**config.mk**
```make
export PLATFORM = sky130hd
export DESIGN_NAME = rhb_ctrl
export DESIGN_NICKNAME = d
export VERILOG_FILES = /design/src/hw/rtl/rhb_pkg.sv /design/src/hw/rtl/rhb_ctrl.sv
export SDC_FILE = /design/constraint.sdc
export NUM_CORES = 1
export LEC_CHECK = 0
export ABC_AREA = 1
export BUFFER_PORTS_ARGS = -buffer_cell sky130_fd_sc_hd__buf_2
export CAP_MARGIN = 10
export CORE_ASPECT_RATIO = 0.75
export CORE_UTILIZATION = 55
export CTS_CLUSTER_SIZE = 14
export DETAILED_ROUTE_END_ITERATION = 8
export HOLD_SLACK_MARGIN = 0.02
export MAX_ROUTING_LAYER = met4
export PLACE_DENSITY = 0.83
export SYNTH_ARGS = -nofsm -noshare
export SYNTH_HDL_FRONTEND = slang
export SYNTH_SLANG_ARGS = --single-unit
```
**constraint.sdc**
```tcl
create_clock -name clk_i -period 4.31 [get_ports clk_i]
set_input_delay 0.862 -clock clk_i [delete_from_list [all_inputs] [get_ports clk_i]]
set_output_delay 0.862 -clock clk_i [all_outputs]
set_load 0.01 [all_outputs]
```
**src/hw/rtl/rhb_pkg.sv**
```systemverilog
// Shared types, codes and sizes of the range histogram builder.
`timescale 1ns / 1ps
`default_nettype none
package rhb_pkg;

  localparam int MAX_BINS    = 512;
  localparam int MAX_SAMPLES = 4096;

  localparam int VAL_W   = 32;
  localparam int BIN_W   = 10;                       // bin count, 0..MAX_BINS
  localparam int BADDR_W = $clog2(MAX_BINS);
  localparam int SADDR_W = $clog2(MAX_SAMPLES);
  localparam int TOT_W   = $clog2(MAX_SAMPLES + 1);
  localparam int CNT_W   = 13;
  localparam int SQ_W    = 2 * BIN_W;
  localparam int PROD_W  = VAL_W + BIN_W;
  localparam int SMP_W   = VAL_W + 1;
  localparam int STEP_W  = $clog2(PROD_W + 1);

  localparam logic [CNT_W-1:0] COUNT_MAX = 13'd8191;
  localparam logic [BIN_W-1:0] MIN_AUTO_BINS = 10'd4;

  localparam logic [1:0] CMD_PUSH  = 2'd0;
  localparam logic [1:0] CMD_BUILD = 2'd1;
  localparam logic [1:0] CMD_READ  = 2'd2;
  localparam logic [1:0] CMD_CLEAR = 2'd3;

  localparam logic [1:0] ST_OK    = 2'd0;
  localparam logic [1:0] ST_FLAT  = 2'd1;
  localparam logic [1:0] ST_FULL  = 2'd2;
  localparam logic [1:0] ST_NOBIN = 2'd3;

  localparam logic REG_AUTO  = 1'b0;
  localparam logic REG_FIXED = 1'b1;

  typedef struct packed {
    logic [1:0]        command;
    logic [VAL_W-1:0]  sample_value;
    logic              sample_valid;
    logic [8:0]        bin_select;
  } in_word_t;

  typedef struct packed {
    logic [1:0]        status;
    logic [9:0]        bin_count_used;
    logic [VAL_W-1:0]  bin_left_edge;
    logic [CNT_W-1:0]  bin_total;
  } out_word_t;

  typedef enum logic [1:0] {
    RES_BUILD,
    RES_FLAT,
    RES_READ
  } res_e;

  // controller -> datapath
  typedef struct packed {
    logic accept;
    logic idx_clr;
    logic smp_rd;
    logic scan_chk;
    logic sq_step;
    logic bins_set;
    logic clr_step;
    logic h_off;
    logic h_mul;
    logic r_mul;
    logic div_start;
    logic div_hist;
    logic bin_rd_hist;
    logic bin_rd_sel;
    logic bin_inc;
    logic commit;
    logic out_load;
    res_e res;
  } cmd_t;

  // datapath -> controller
  typedef struct packed {
    logic out_free;
    logic read_ok;
    logic scan_end;
    logic flat;
    logic auto_mode;
    logic sq_more;
    logic clr_last;
    logic cur_valid;
    logic div_done;
  } stat_t;

endpackage
`default_nettype wire

```
**src/hw/rtl/rhb_ctrl.sv**
```systemverilog
// Controller state machine sequencing push, build and read.
`timescale 1ns / 1ps
`default_nettype none
module rhb_ctrl (
  input  wire logic           clk_i,
  input  wire logic           rst_ni,
  input  wire logic           in_valid_i,
  input  wire logic [1:0]     command_i,
  output logic                in_stall_o,
  input  wire rhb_pkg::stat_t stat_i,
  output rhb_pkg::cmd_t       cmd_o
);

  typedef enum logic [13:0] {
    S_IDLE     = 14'h0001,
    S_SCAN_RD  = 14'h0002,
    S_SCAN_CHK = 14'h0004,
    S_EVAL     = 14'h0008,
    S_SQRT     = 14'h0010,
    S_BINSET   = 14'h0020,
    S_CLR      = 14'h0040,
    S_H_RD     = 14'h0080,
    S_H_OFF    = 14'h0100,
    S_H_MUL    = 14'h0200,
    S_DIV      = 14'h0400,
    S_BRD      = 14'h0800,
    S_H_BWR    = 14'h1000,
    S_FIN      = 14'h2000
  } state_e;

  state_e         state_q, state_d;
  rhb_pkg::res_e  res_q, res_d;
  logic           hist_q, hist_d;   // divider serves histogram (1) or read (0)
  // divider start, raised in the cycle after the multiply, with the product in place
  logic           div_arm_q;

  assign in_stall_o = !((state_q == S_IDLE) && stat_i.out_free);

  always_comb begin
    state_d = state_q;
    res_d   = res_q;
    hist_d  = hist_q;
    cmd_o   = '0;
    cmd_o.div_hist  = hist_q;
    cmd_o.res       = res_q;
    cmd_o.div_start = div_arm_q;
    case (state_q)
      S_IDLE: begin
        if (in_valid_i && stat_i.out_free) begin
          cmd_o.accept = 1'b1;
          if (command_i == rhb_pkg::CMD_BUILD) begin
            cmd_o.idx_clr = 1'b1;
            state_d = S_SCAN_RD;
          end else if (command_i == rhb_pkg::CMD_READ && stat_i.read_ok) begin
            hist_d  = 1'b0;
            res_d   = rhb_pkg::RES_READ;
            state_d = S_H_MUL;
          end
        end
      end
      S_SCAN_RD: begin
        if (stat_i.scan_end) begin
          state_d = S_EVAL;
        end else begin
          cmd_o.smp_rd = 1'b1;
          state_d = S_SCAN_CHK;
        end
      end
      S_SCAN_CHK: begin
        cmd_o.scan_chk = 1'b1;
        state_d = S_SCAN_RD;
      end
      S_EVAL: begin
        if (stat_i.flat) begin
          res_d   = rhb_pkg::RES_FLAT;
          state_d = S_FIN;
        end else begin
          state_d = stat_i.auto_mode ? S_SQRT : S_BINSET;
        end
      end
      S_SQRT: begin
        // walk n up until n*n reaches the sample count
        if (stat_i.sq_more) begin
          cmd_o.sq_step = 1'b1;
        end else begin
          state_d = S_BINSET;
        end
      end
      S_BINSET: begin
        cmd_o.bins_set = 1'b1;
        state_d = S_CLR;
      end
      S_CLR: begin
        cmd_o.clr_step = 1'b1;
        if (stat_i.clr_last) begin
          cmd_o.idx_clr = 1'b1;
          hist_d  = 1'b1;
          state_d = S_H_RD;
        end
      end
      S_H_RD: begin
        if (stat_i.scan_end) begin
          cmd_o.commit   = 1'b1;
          cmd_o.out_load = stat_i.out_free;
          cmd_o.res      = rhb_pkg::RES_BUILD;
          res_d   = rhb_pkg::RES_BUILD;
          state_d = stat_i.out_free ? S_IDLE : S_FIN;
        end else begin
          cmd_o.smp_rd = 1'b1;
          state_d = S_H_OFF;
        end
      end
      S_H_OFF: begin
        cmd_o.h_off = 1'b1;
        state_d = stat_i.cur_valid ? S_H_MUL : S_H_RD;
      end
      S_H_MUL: begin
        cmd_o.h_mul = hist_q;
        cmd_o.r_mul = !hist_q;
        state_d = S_DIV;
      end
      S_DIV: begin
        // first cycle here loads the divider from the product register
        if (stat_i.div_done) begin
          state_d = S_BRD;
        end
      end
      S_BRD: begin
        cmd_o.bin_rd_hist = hist_q;
        cmd_o.bin_rd_sel  = !hist_q;
        state_d = hist_q ? S_H_BWR : S_FIN;
      end
      S_H_BWR: begin
        cmd_o.bin_inc = 1'b1;
        state_d = S_H_RD;
      end
      S_FIN: begin
        if (stat_i.out_free) begin
          cmd_o.out_load = 1'b1;
          state_d = S_IDLE;
        end
      end
      default: state_d = S_IDLE;
    endcase
  end

  always_ff @(posedge clk_i or negedge rst_ni) begin
    if (!rst_ni) begin
      state_q   <= S_IDLE;
      res_q     <= rhb_pkg::RES_BUILD;
      hist_q    <= 1'b0;
      div_arm_q <= 1'b0;
    end else begin
      state_q   <= state_d;
      res_q     <= res_d;
      hist_q    <= hist_d;
      div_arm_q <= (state_q == S_H_MUL);
    end
  end

endmodule
`default_nettype wire

```
Word level (Yosys, flattened, before mapping) --
Cells that the tools add are included.
Word-level totals: register bits 18, input port bits 14, output and inout port bits 20, logic and storage cells 88
Cells by class: equal/unequal tests 26, mux-type cells 47, reduce and logical (&&, ||, !) cells 11
Operators by type and width (count):
- one-hot mux 14 bit (14 select lines) | 1
- two-way mux 14 bit | 11
- two-way mux 1 bit | 18
- two-way mux 2 bit | 9
- equality test 14 x 1 -> 1 bit (second input constant) | 1
- equality test 14 x 10 -> 1 bit (second input constant) | 1
- equality test 14 x 11 -> 1 bit (second input constant) | 1
- equality test 14 x 12 -> 1 bit (second input constant) | 1
- equality test 14 x 13 -> 1 bit (second input constant) | 1
- equality test 14 bit (second input constant) | 1
- equality test 14 x 2 -> 1 bit (second input constant) | 1
- equality test 14 x 3 -> 1 bit (second input constant) | 1
- equality test 14 x 4 -> 1 bit (second input constant) | 1
- equality test 14 x 5 -> 1 bit (second input constant) | 1
- equality test 14 x 6 -> 1 bit (second input constant) | 1
- equality test 14 x 7 -> 1 bit (second input constant) | 1
- equality test 14 x 8 -> 1 bit (second input constant) | 1
- equality test 14 x 9 -> 1 bit (second input constant) | 1
- inequality test 2 bit (second input constant) | 7
- AND reduction 6 bit | 2
- two-way mux 10 bit | 1
- two-way mux 4 bit | 2
- two-way mux 6 bit | 1
- one-hot mux 1 bit (2 select lines) | 3
- other kinds (11) | 15

Depth between registers and ports, before layout --
depth in word-level cells 6, depth in mapped cells 11, depth with buffers taken out 11

Least setup slack after synthesis --
No wires, ideal clock.
path type flip-flop to output port, from register state_q[13], to output port cmd_o[17] (netlist name), arrival time 1.384 ns, required time 3.448 ns, path slack 2.064 ns, stages on the path, launching flop included 9, path buffers 1, path through dfrtp_1 -> nor2_2 -> nand2_2 -> nor2_8 -> buf_8 -> nand2_4 -> inv_1 -> nand3_1 -> o21ai_0
RTL lines:
- start, declared | line rhb_ctrl.sv:31 | state_e state_q, state_d;
- start signal, assigned | line rhb_ctrl.sv:154 | state_q <= state_d;
- end, declared | line rhb_ctrl.sv:11 | output rhb_pkg::cmd_t cmd_o

==> metrics <==
Post-Route Setup TNS 0 ns; Synth warnings 0; initial antenna violation count 0; Unique masters post-synth 27; via count 1281; Multi-input gate area 692 um^2; critical path, cell by cell nor2_2 > nand2_2 > nor2_8 > nand2_4 > inv_1 > nand3_1 > o21ai_0 > buf_2; FF+latch count, synth 18; crit-path leading delay family simple AND/OR/NAND/NOR gates; status completed; # Post-CTS Setup Buffers 0; register area 452 um^2; Max Buffers Root-to-Sink 2; static leakage 0.941 nW; overall power 751 uW; die area 2570 um^2; largest net degree at the start of global routing 19; Tot GR Track Use 0.275; vias per std cell 5.00; post-CTS sizing 0; layout cell share with drive strength beyond 1 0.286; hold crit path type in -> async; Iter 0 DRT Violations 74; Rows 14; Layout Nets 239; # diodes 0; proportion of synthesized area in mux cells 0; Mapped Cells 191; Max-Cap Viols 0; Worst-Skew Late Latency 0.31 ns; syn_nets 205; Final min period 2.75 ns; Seq/Total Area, Yosys 0.346; Switch Pwr 365 uW; vias in the first global route 1087; Antenna Nets Post-Route 0; asr flop ratio synth 1.00; Hold WS 0.473 ns; Place WS 1.90 ns; largest family of logic cells by synthesized area simple AND/OR/NAND/NOR gates; complex-gate fraction of the synthesized area 0.0767; RSZ-0062 raised after global routing no; Clock power frac 0.145; Cell Area, Synth 1310 um^2; Max Fanout on Critical Path 15; Fmax achieved 364 MHz; Final WS setup 1.56 ns; Net Sw Frac 0.485; clock skew 0.00150 ns; max incr delay on CP 0.42 ns; fill count 186; CTS tree yes; H-Tree Depth 1; WL final 3120 um; pins over their slew limit 0; Pint 387 uW; Data required, critical path 3.45 ns; pwr/cell area 498 nW/um^2; CTS Sinks 18; IR drop worst, VDD 0.324 mV; first-pass GRT wire length 5060 um; top_reg_cell synth dfrtp_1; Die W 58.2 um; Overflow after GRT 0; drt first pass iters 4; slowest CP cell dfrtp_1; Initial Utilization 0.616; Layout area overhead 15.6%; GPL Wtd Cong 0.902; final core utilization 0.712; period utilization 0.637; Simple-Gate Fraction of Synth Area 0.453; Syn Area/Cell 6.83 um^2; Post-Synth Adder-Cell Area 0; I/O pin cnt 34; Buf+Inv Stages, Crit Path 2; CTS buffer count 3; combinational share of power 0.555; final HPWL from detailed placement 2450 um; EDFF count, synth 0; worst slew pin tran 0.428 ns; Clock transition at path regs 0.11 ns; WS Path Type reg -> out; average routed wire per standard cell 12.2 um; port bufs 33; crit path launch type register; Die Ht 44.2 um; area of the core 2120 um^2; Setup-failing EPs final 0; Root Buffer clkbuf_4; DRC errors left 0; headroom to the max-slew limit 0.714; Hold Buf Count CTS 0; Final Hold Fails 0; XOR/XNOR share of the synthesized area 0; arrival time at the worst endpoint 1.88 ns; Worst Setup End Kind output port; sequential power share 0.301
through the flow:
stage / cell area (um^2) / std cells
after global routing: 1510 / 256
final: 1510 / 256
after CTS: 1510 / 256
after floorplan: 1310 / 191
after global placement: 1470 / 252
after detailed placement: 1470 / 252
state kept, by name (all words and copies together), names as in the netlist:
signal     cells
div_arm_q      1
hist_q         1
res_q          2
state_q       14
Yosys cell counts (2+ instances only):
| cell type | instances | share of area |
|---|---|---|
| inv_2 | 3 | 0.0086 |
| buf_4 | 3 | 0.017 |
| nor2_2 | 6 | 0.029 |
| nor2_1 | 42 | 0.12 |
| a21oi_1 | 7 | 0.027 |
| nor2_4 | 4 | 0.035 |
| o21ai_1 | 2 | 0.0077 |
| dfrtp_1 | 17 | 0.33 |
| nand2_1 | 39 | 0.11 |
| inv_1 | 30 | 0.086 |
| nand3_1 | 14 | 0.054 |
| nand2_2 | 4 | 0.019 |
| o21ai_0 | 5 | 0.019 |
| nand2_4 | 2 | 0.017 |
final cells by class:
type                    count  area share
inverters                  33      0.0821
well taps                  32      0.0265
multi-input cells         136       0.459
clock buffers               4      0.0240
repair buffers             33       0.109
flip-flops and latches     18       0.299
power by group through the flow:
stage / clock [mW] / combinational, mW / sequential [mW]
2_1_floorplan: 0 / 0.349 / 0.222
3_3_place_gp: 0 / 0.396 / 0.226
3_5_place_dp: 0 / 0.413 / 0.228
4_1_cts: 0.110 / 0.416 / 0.225
5_1_grt: 0.117 / 0.467 / 0.228
6_report: 0.109 / 0.417 / 0.226
cell families (layout without fill, tap and decap cells):
| logic type | count (synthesis) | in the layout |
|---|---|---|
| buf+inv | 37 | 70 |
| flops | 18 | 18 |
| compound gates | 17 | 17 |
| simple gates | 119 | 119 |
placed cells by master (no fill, tap or decap), types with 5 or more instances in the layout:
master,synthesis,final
buf_2,0,33
nand3_1,14,14
o21ai_0,5,5
a21oi_1,7,7
nor2_1,42,42
nor2_2,6,6
inv_1,30,30
nand2_1,39,39
dfrtp_1,17,17
final timing paths:
path	start	to	slack, ns	cells after the start
worst max-delay path	state_q[13]	cmd_o[17]	1.56	8
worst max register to register	state_q[13]	state_q[0]	2.57	9
worst min register to register	res_q[1]	res_q[1]	0.54	2
max in group asynchronous	rst_ni	state_q[0]	3.51	1
min in group clk_i	res_q[1]	res_q[1]	0.54	2
worst min-delay path	rst_ni	state_q[11]	0.47	1
routing by layer:
layer | global-route usage | routed length [um]
met1 | 0.390 | 1500
met2 | 0.405 | 1360
met3 | 0.0614 | 231
met4 | 0.0571 | 26
met5 | - | 0
(Power assumes the default switching activity.)
